--- src/hw/rtl/wsdf_pkg.sv ---
// Shared types and constants for the WebSocket frame deframer.
package wsdf_pkg;

   // Default width of the payload byte counter.
   localparam int LENGTH_WIDTH_DEFAULT = 64;

   // Header byte 1 layout.
   localparam logic [7:0] MASK_BIT_SEL   = 8'h80;
   localparam logic [7:0] LEN_CODE_SEL   = 8'h7F;

   // Length codes that announce an extended length field.
   localparam logic [6:0] LEN_CODE_EXT16 = 7'd126;
   localparam logic [6:0] LEN_CODE_EXT64 = 7'd127;

   // Header sizes in bytes.
   localparam logic [3:0] HDR_BASE_BYTES  = 4'd2;
   localparam logic [3:0] HDR_EXT16_BYTES = 4'd2;
   localparam logic [3:0] HDR_EXT64_BYTES = 4'd8;
   localparam logic [3:0] HDR_KEY_BYTES   = 4'd4;

   // Header byte positions with a special meaning.
   localparam logic [3:0] HDR_IDX_LEN     = 4'd1;
   localparam logic [3:0] HDR_IDX_EXT     = 4'd2;

   // One result transaction.
   typedef struct packed {
      logic [7:0] payload_byte;
      logic       last_of_frame;
      logic       empty_frame;
   } result_type;

endpackage

--- src/hw/rtl/websocket_frame_deframer.sv ---
// WebSocket frame deframer: strips frame headers and unmasks payload bytes.
//
//   channel | direction | ports                                      | moves
//   --------+-----------+--------------------------------------------+-------------------------
//   req     | in        | req_valid, req_ready, req_link_byte        | one link byte
//   rsp     | out       | rsp_valid, rsp_ready, rsp_payload_byte,    | one payload byte or an
//           |           | rsp_last_of_frame, rsp_empty_frame         | empty-frame marker
//
// The block sustains one link byte per clock while req_ready is high.
// A payload byte is registered in the output stage before it leaves as a response
// transaction. Header bytes produce no response, except the last header byte of a
// zero-length frame, which produces the empty-frame marker.
// A two-entry output stage (main register plus skid register) lets a byte be taken
// while an earlier result still waits; req_ready drops only when both entries are full.
// Reset (synchronous, active high) returns the parser to the start of a header and
// empties the output stage.
module websocket_frame_deframer
   import wsdf_pkg::*;
#(
   parameter int LENGTH_WIDTH = LENGTH_WIDTH_DEFAULT
) (
   input  logic       clock,
   input  logic       reset,
   input  logic       req_valid,
   output logic       req_ready,
   input  logic [7:0] req_link_byte,
   output logic       rsp_valid,
   input  logic       rsp_ready,
   output logic [7:0] rsp_payload_byte,
   output logic       rsp_last_of_frame,
   output logic       rsp_empty_frame
);

   // Largest length the payload counter can hold; longer frames saturate to it.
   localparam logic [63:0] LenMax = (LENGTH_WIDTH >= 64) ? {64{1'b1}} :
                                    ((64'd1 << LENGTH_WIDTH) - 64'd1);

   // Parser state.
   logic [3:0]              header_count_ff,  header_count_in;
   logic [3:0]              header_total_ff,  header_total_in;
   logic [6:0]              length_code_ff,   length_code_in;
   logic                    mask_on_ff,       mask_on_in;
   logic [63:0]             length_accum_ff,  length_accum_in;
   logic [31:0]             mask_key_ff,      mask_key_in;
   logic [LENGTH_WIDTH-1:0] payload_left_ff,  payload_left_in;
   logic [1:0]              mask_phase_ff,    mask_phase_in;
   logic                    in_payload_ff,    in_payload_in;

   // Output stage.
   logic       out_valid_ff,  out_valid_in;
   result_type out_data_ff,   out_data_in;
   logic       skid_valid_ff, skid_valid_in;
   result_type skid_data_ff,  skid_data_in;

   // Result of the byte being taken this cycle.
   logic       res_valid;
   result_type res_data;

   logic       take;
   logic       push;

   // Helpers for the header path.
   logic [3:0]              ext_bytes;
   logic [3:0]              ext_bytes_new;
   logic [3:0]              idx_next;
   logic [7:0]              key_byte;
   logic [LENGTH_WIDTH-1:0] frame_len;
   logic                    len_overflow;

   assign req_ready = !skid_valid_ff;
   assign take      = req_valid && req_ready;
   assign push      = take && res_valid;

   assign rsp_valid         = out_valid_ff;
   assign rsp_payload_byte  = out_data_ff.payload_byte;
   assign rsp_last_of_frame = out_data_ff.last_of_frame;
   assign rsp_empty_frame   = out_data_ff.empty_frame;

   // Extended length size as announced by the stored length code, and as announced
   // by the byte arriving now (used on header byte 1).
   always_comb begin
      if (length_code_ff == LEN_CODE_EXT16) begin
         ext_bytes = HDR_EXT16_BYTES;
      end else if (length_code_ff == LEN_CODE_EXT64) begin
         ext_bytes = HDR_EXT64_BYTES;
      end else begin
         ext_bytes = 4'd0;
      end
      if ((req_link_byte & LEN_CODE_SEL) == {1'b0, LEN_CODE_EXT16}) begin
         ext_bytes_new = HDR_EXT16_BYTES;
      end else if ((req_link_byte & LEN_CODE_SEL) == {1'b0, LEN_CODE_EXT64}) begin
         ext_bytes_new = HDR_EXT64_BYTES;
      end else begin
         ext_bytes_new = 4'd0;
      end
   end

   // The first key byte sits in the top byte of the key register.
   always_comb begin
      case (mask_phase_ff)
         2'd0:    key_byte = mask_key_ff[31:24];
         2'd1:    key_byte = mask_key_ff[23:16];
         2'd2:    key_byte = mask_key_ff[15:8];
         default: key_byte = mask_key_ff[7:0];
      endcase
   end

   // Parser next state and result for the byte being taken.
   always_comb begin
      header_count_in = header_count_ff;
      header_total_in = header_total_ff;
      length_code_in  = length_code_ff;
      mask_on_in      = mask_on_ff;
      length_accum_in = length_accum_ff;
      mask_key_in     = mask_key_ff;
      payload_left_in = payload_left_ff;
      mask_phase_in   = mask_phase_ff;
      in_payload_in   = in_payload_ff;
      res_valid       = 1'b0;
      res_data        = '0;
      idx_next        = header_count_ff + 4'd1;
      len_overflow    = 1'b0;
      frame_len       = '0;

      if (in_payload_ff) begin
         // Payload byte: unmask, count down, close the frame on the last byte.
         mask_phase_in   = mask_phase_ff + 2'd1;
         payload_left_in = payload_left_ff - 1'b1;
         res_valid       = 1'b1;
         res_data.payload_byte  = mask_on_ff ? (req_link_byte ^ key_byte) : req_link_byte;
         res_data.last_of_frame = (payload_left_in == '0);
         if (payload_left_in == '0) begin
            header_count_in = 4'd0;
            header_total_in = HDR_BASE_BYTES;
            in_payload_in   = 1'b0;
         end
      end else begin
         if (header_count_ff == HDR_IDX_LEN) begin
            length_code_in  = req_link_byte[6:0];
            mask_on_in      = |(req_link_byte & MASK_BIT_SEL);
            header_total_in = HDR_BASE_BYTES + ext_bytes_new +
                              (mask_on_in ? HDR_KEY_BYTES : 4'd0);
            length_accum_in = '0;
            mask_key_in     = '0;
         end else if (header_count_ff >= HDR_IDX_EXT) begin
            if (header_count_ff < (HDR_BASE_BYTES + ext_bytes)) begin
               length_accum_in = {length_accum_ff[55:0], req_link_byte};
            end else begin
               mask_key_in = {mask_key_ff[23:0], req_link_byte};
            end
         end
         header_count_in = idx_next;

         // Header complete: load the payload counter, saturating long lengths.
         len_overflow = |(length_accum_in & ~LenMax);
         if (length_code_in < LEN_CODE_EXT16) begin
            frame_len = LENGTH_WIDTH'(length_code_in);
         end else if (len_overflow) begin
            frame_len = LenMax[LENGTH_WIDTH-1:0];
         end else begin
            frame_len = length_accum_in[LENGTH_WIDTH-1:0];
         end

         if ((header_count_ff >= HDR_IDX_LEN) && (idx_next == header_total_in)) begin
            payload_left_in = frame_len;
            mask_phase_in   = 2'd0;
            header_count_in = 4'd0;
            if (frame_len == '0) begin
               // Zero-length frame: emit the empty marker and expect the next header.
               header_total_in        = HDR_BASE_BYTES;
               in_payload_in          = 1'b0;
               res_valid              = 1'b1;
               res_data.last_of_frame = 1'b1;
               res_data.empty_frame   = 1'b1;
            end else begin
               in_payload_in = 1'b1;
            end
         end
      end
   end

   // Output stage: the skid register fills only while the main register is stalled.
   always_comb begin
      out_valid_in  = out_valid_ff;
      out_data_in   = out_data_ff;
      skid_valid_in = skid_valid_ff;
      skid_data_in  = skid_data_ff;
      if (out_valid_ff && !rsp_ready) begin
         if (push) begin
            skid_valid_in = 1'b1;
            skid_data_in  = res_data;
         end
      end else if (skid_valid_ff) begin
         out_valid_in  = 1'b1;
         out_data_in   = skid_data_ff;
         skid_valid_in = push;
         skid_data_in  = res_data;
      end else begin
         out_valid_in = push;
         out_data_in  = res_data;
      end
   end

   always_ff @(posedge clock) begin
      if (reset) begin
         header_count_ff <= 4'd0;
         header_total_ff <= HDR_BASE_BYTES;
         length_code_ff  <= 7'd0;
         mask_on_ff      <= 1'b0;
         length_accum_ff <= '0;
         mask_key_ff     <= '0;
         payload_left_ff <= '0;
         mask_phase_ff   <= 2'd0;
         in_payload_ff   <= 1'b0;
         out_valid_ff    <= 1'b0;
         skid_valid_ff   <= 1'b0;
      end else begin
         if (take) begin
            header_count_ff <= header_count_in;
            header_total_ff <= header_total_in;
            length_code_ff  <= length_code_in;
            mask_on_ff      <= mask_on_in;
            length_accum_ff <= length_accum_in;
            mask_key_ff     <= mask_key_in;
            payload_left_ff <= payload_left_in;
            mask_phase_ff   <= mask_phase_in;
            in_payload_ff   <= in_payload_in;
         end
         out_valid_ff  <= out_valid_in;
         skid_valid_ff <= skid_valid_in;
      end
   end

   // Payload registers of the output stage need no reset.
   always_ff @(posedge clock) begin
      out_data_ff  <= out_data_in;
      skid_data_ff <= skid_data_in;
   end

endmodule

--- config.mk ---
export PLATFORM = sky130hd
export DESIGN_NAME = websocket_frame_deframer
export DESIGN_NICKNAME = d
export VERILOG_FILES = /design/src/hw/rtl/wsdf_pkg.sv /design/src/hw/rtl/websocket_frame_deframer.sv
export SDC_FILE = /design/constraint.sdc
export NUM_CORES = 1
export LEC_CHECK = 0
export ABC_AREA = 1
export BUFFER_PORTS_ARGS = -buffer_cell sky130_fd_sc_hd__buf_2
export CAP_MARGIN = 10
export CELL_PAD_IN_SITES_DETAIL_PLACEMENT = 2
export CELL_PAD_IN_SITES_GLOBAL_PLACEMENT = 2
export CORE_AREA = 2 2 217 219
export DETAILED_ROUTE_END_ITERATION = 16
export DIE_AREA = 0 0 219 221
export PLACE_DENSITY_LB_ADDON = 0.1
export SLEW_MARGIN = 25
export SYNTH_ARGS = -nofsm -noshare
export SYNTH_HDL_FRONTEND = slang
export SYNTH_SLANG_ARGS = --single-unit
--- constraint.sdc ---
create_clock -name clock -period 5.7 [get_ports clock]
set_input_delay 1.14 -clock clock [delete_from_list [all_inputs] [get_ports clock]]
set_output_delay 1.14 -clock clock [all_outputs]
set_load 0.1 [all_outputs]
==> metrics.md <==
| Metric | Value |
|---|---|
| Status | finished clean |
| Distinct cells, synth | 47 |
| Die extent in y | 221 um |
| Combinational Power Share | 0.310 |
| CTS Hold Bufs | 0 |
| Syn avg cell area | 6.39 sq um |
| Startpoint types | register |
| # placed instances | 2515 |
| Sw frac | 0.385 |
| Post-DR vias/cell | 5.21 |
| Clock Tree Root | clkbuf_16 |
| Share of cells above drive strength 1 | 0.0720 |
| DIE WIDTH | 219 um |
| Worst min path class | register to register |
| RD Place Congestion | 0.847 |
| Top cell type by total area after synthesis | dfxtp_1 |
| Clock transition at path regs | 0.07 ns |
| Pwr dens | 352 nW/um^2 |
| Starting DRC count in detailed routing | 769 |
| Hold Vio Cnt, Final | 0 |
| Minimum clock period | 4.86 ns |
| Row Count | 79 |
| Gr usage total | 0.221 |
| Top-count cell post-synth | nand2_1 |
| Max transition margin | 0.307 |
| Die area | 48400 sq um |
| Ys async rst share | 0 |
| Hold_ws | 0.489 ns |
| Vias after detailed routing | 13400 |
| I/O pins | 24 |
| Reg power frac | 0.321 |
| Worst endpoint data arrival time | 5.06 ns |
| Yosys warns | 0 |
| Port buffer count | 23 |
| GR Overflow Total | 0 |
| Fin nets | 1962 |
| Post_cts resized | 0 |
| HPWL Detailed | 38600 um |
| Dpl ws | 0.766 ns |
| Vias in the first global route | 14000 |
| Primary FF master, synth | dfxtp_1 |
| Clk pwr share | 0.369 |
| Setup Skew | 0.0249 ns |
| R2r startpoint | header_count_ff[1]$_SDFFE_PP0P_ |
| Clk Latency, worst-skew pair | 0.58 ns |
| Fmax | 206 MHz |
| Post-synthesis sequential element count | 201 |
| Clock buffer count from CTS | 28 |
| Design Area, Final | 14200 sq um |
| Remaining DRCs | 0 |
| Starting density of the core | 0.276 |
| HP Start | mask_key_ff[24]$_SDFFE_PP0P_ |
| Core ar. | 46100 sq um |
| Mapped Nets | 2015 |
| Post-synthesis sequential area ratio | 0.332 |
| Peak VDD IR | 188 uV |
| Post-synth top cells | nand2_1 (442), nor2_1 (274), dfxtp_1 (181), a21oi_1 (171), o21ai_0 (169) |
| Worst setup slack after layout | 0.835 ns |
| Final Max Tran Viols | 0 |
| CTS tree | yes |
| Least-Margin Pin Slew | 1.04 ns |
| Total wire length | 54100 um |
| Pre-Repair DR Iteration Count | 5 |
| WL per Instance | 21.1 um |
| Layout Cells excl Fill | 2565 |
| NetSw | 1.92 mW |
| Detail Route Antenna Nets | 0 |
| Post-Synthesis Cell Area | 12700 sq um |
| Post-synth EDFFs | 20 |
| Worst setup startpoint | header_count_ff[1]$_SDFFE_PP0P_ |
| Setup-failing EPs final | 0 |
| Max FO, Critical Path | 63 |
| LEAKAGE | 6.18 nW |
| Crit path required time | 5.90 ns |
| Area growth syn-to-layout | 11.4% |
| Ant diodes | 0 |
| Setup CP Type | register to register |
| Cell Int Power | 3.06 mW |
| H-tree levels | 1 |
| Final period utilization | 0.853 |
| Post-synth top area share | 0.285 |
| Largest cells by area after synthesis | dfxtp_1 (29%), nand2_1 (13%), nor2_1 (8.1%), a21oi_1 (6.7%), o21ai_0 (6.7%) |
| Post-Synthesis Cells | 1991 |
| RSZ-0062 raised after global routing | no |
| CTS Sinks | 201 |
| First-pass GRT wire length | 84100 um |
| Maxcap violations | 0 |
| Initial antenna violation count | 2 |
| Largest net degree at the start of global routing | 81 |
| Bufs on Longest Clock Path | 3 |
| Placed Area | 13200 sq um |
| Final setup TNS | 0 ns |
| Crit path capture type | register |
| Post CTS Setup Buffer Count | 0 |
[per-layer routing]
layer	vias up	wire length [um]	track usage
li1	6531	-	-
met1	6659	28400	0.336
met2	123	23500	0.341
met3	44	1570	0.0216
met4	0	652	0.0360
met5	-	0	0
[cell usage in the layout, fill, tap and decap left out, types with 3 or more instances in the layout]
cell       synthesis  routed
clkinv_1           2       5
a211oi_1           8       8
ha_1              12      12
nand2_4            2       3
o21ai_0          169     169
clkbuf_8           0       3
a31oi_1            9       9
nand2_2           12      13
clkbuf_16          0      28
buf_2             17      23
buf_4              8      19
o211ai_1           7       7
nor3_1            16      16
dfxtp_1          181     180
xor2_1            23      23
xnor2_1           24      24
nand3_1          168     168
clkinv_2           0       7
inv_1            149     149
nor2_1           274     273
nand2_1          442     440
bufinv_16          0       4
nor2_4             6       7
inv_2              4       3
edfxtp_1          20      20
a21oi_1          171     171
nor2_2            10      10
or2_2              4       4
o21ai_2            3       3
clkbuf_1          83       4
nand4_1          122     122
[final timing paths]
path | end | cells past startpoint | slack [ns]
worst min register to register | mask_key_ff[24]$_SDFFE_PP0P_ | 2 | 0.49
worst min-delay path | mask_key_ff[24]$_SDFFE_PP0P_ | 2 | 0.49
worst max-delay path | skid_data_ff[7]$_DFFE_PP_ | 17 | 0.84
worst max register to register | skid_data_ff[7]$_DFFE_PP_ | 17 | 0.84
[sequential cells by signal (all words and copies together), names as in the netlist, 2 cells and up]
signal / count
length_code_ff: 7
skid_data_ff: 10
rsp_payload_byte: 8
header_total_ff: 4
header_count_ff: 4
mask_key_ff: 32
payload_left_ff: 64
mask_phase_ff: 2
length_accum_ff: 64
[area by class of cell]
type                    instances  area [sq um]
clock buffers                  35           757
repair buffers                 44           298
flip-flops and latches        201          4230
clock inverters                15           181
well taps                     607           759
fillers                      5574         31900
multi-input cells            1508          7350
inverters                     155           586
[power by group through the flow]
stage	logic, mW	registers (mW)	clock network (mW)
6_report	1.54	1.60	1.83
5_1_grt	1.74	1.61	1.95
4_1_cts	1.55	1.60	1.89
3_5_place_dp	1.55	1.63	0
3_3_place_gp	1.52	1.62	0
2_1_floorplan	1.06	1.64	0
[metrics by stage]
stage / power [mW] / util
finish: 4.98 / 0.307
CTS: 5.05 / 0.307
global route: 5.30 / 0.307
global placement: 3.14 / 0.287
floorplan: 2.70 / -
detailed placement: 3.17 / 0.287
[worst max-delay path, stage by stage, from the launching register on]
cell and delay, ns:
dfxtp_1 0.44, inv_1 0.11, ha_1 0.29, nand2_4 0.56, nand2_1 0.14, o21ai_2 0.11, nand2_1 0.17, nor2_8 0.79
nand2_1 0.15, nand2_1 0.13, nand2_1 0.07, nor2_1 0.11, nand2_1 0.07, nor2_2 0.09, nand2_2 0.08, o21bai_2 0.20
nand3_2 0.14, a21oi_1 0.79
[cell families after synthesis]
logic type / count (synthesis) / share of synthesized area
simple gates: 1067 / 0.373
flops: 201 / 0.332
fa+ha+maj: 12 / 0.0118
compound gates: 380 / 0.158
mux: 2 / 0.00157
xor+xnor: 47 / 0.0324
buf+inv: 282 / 0.0914
Power figures use the tool's default switching activity.
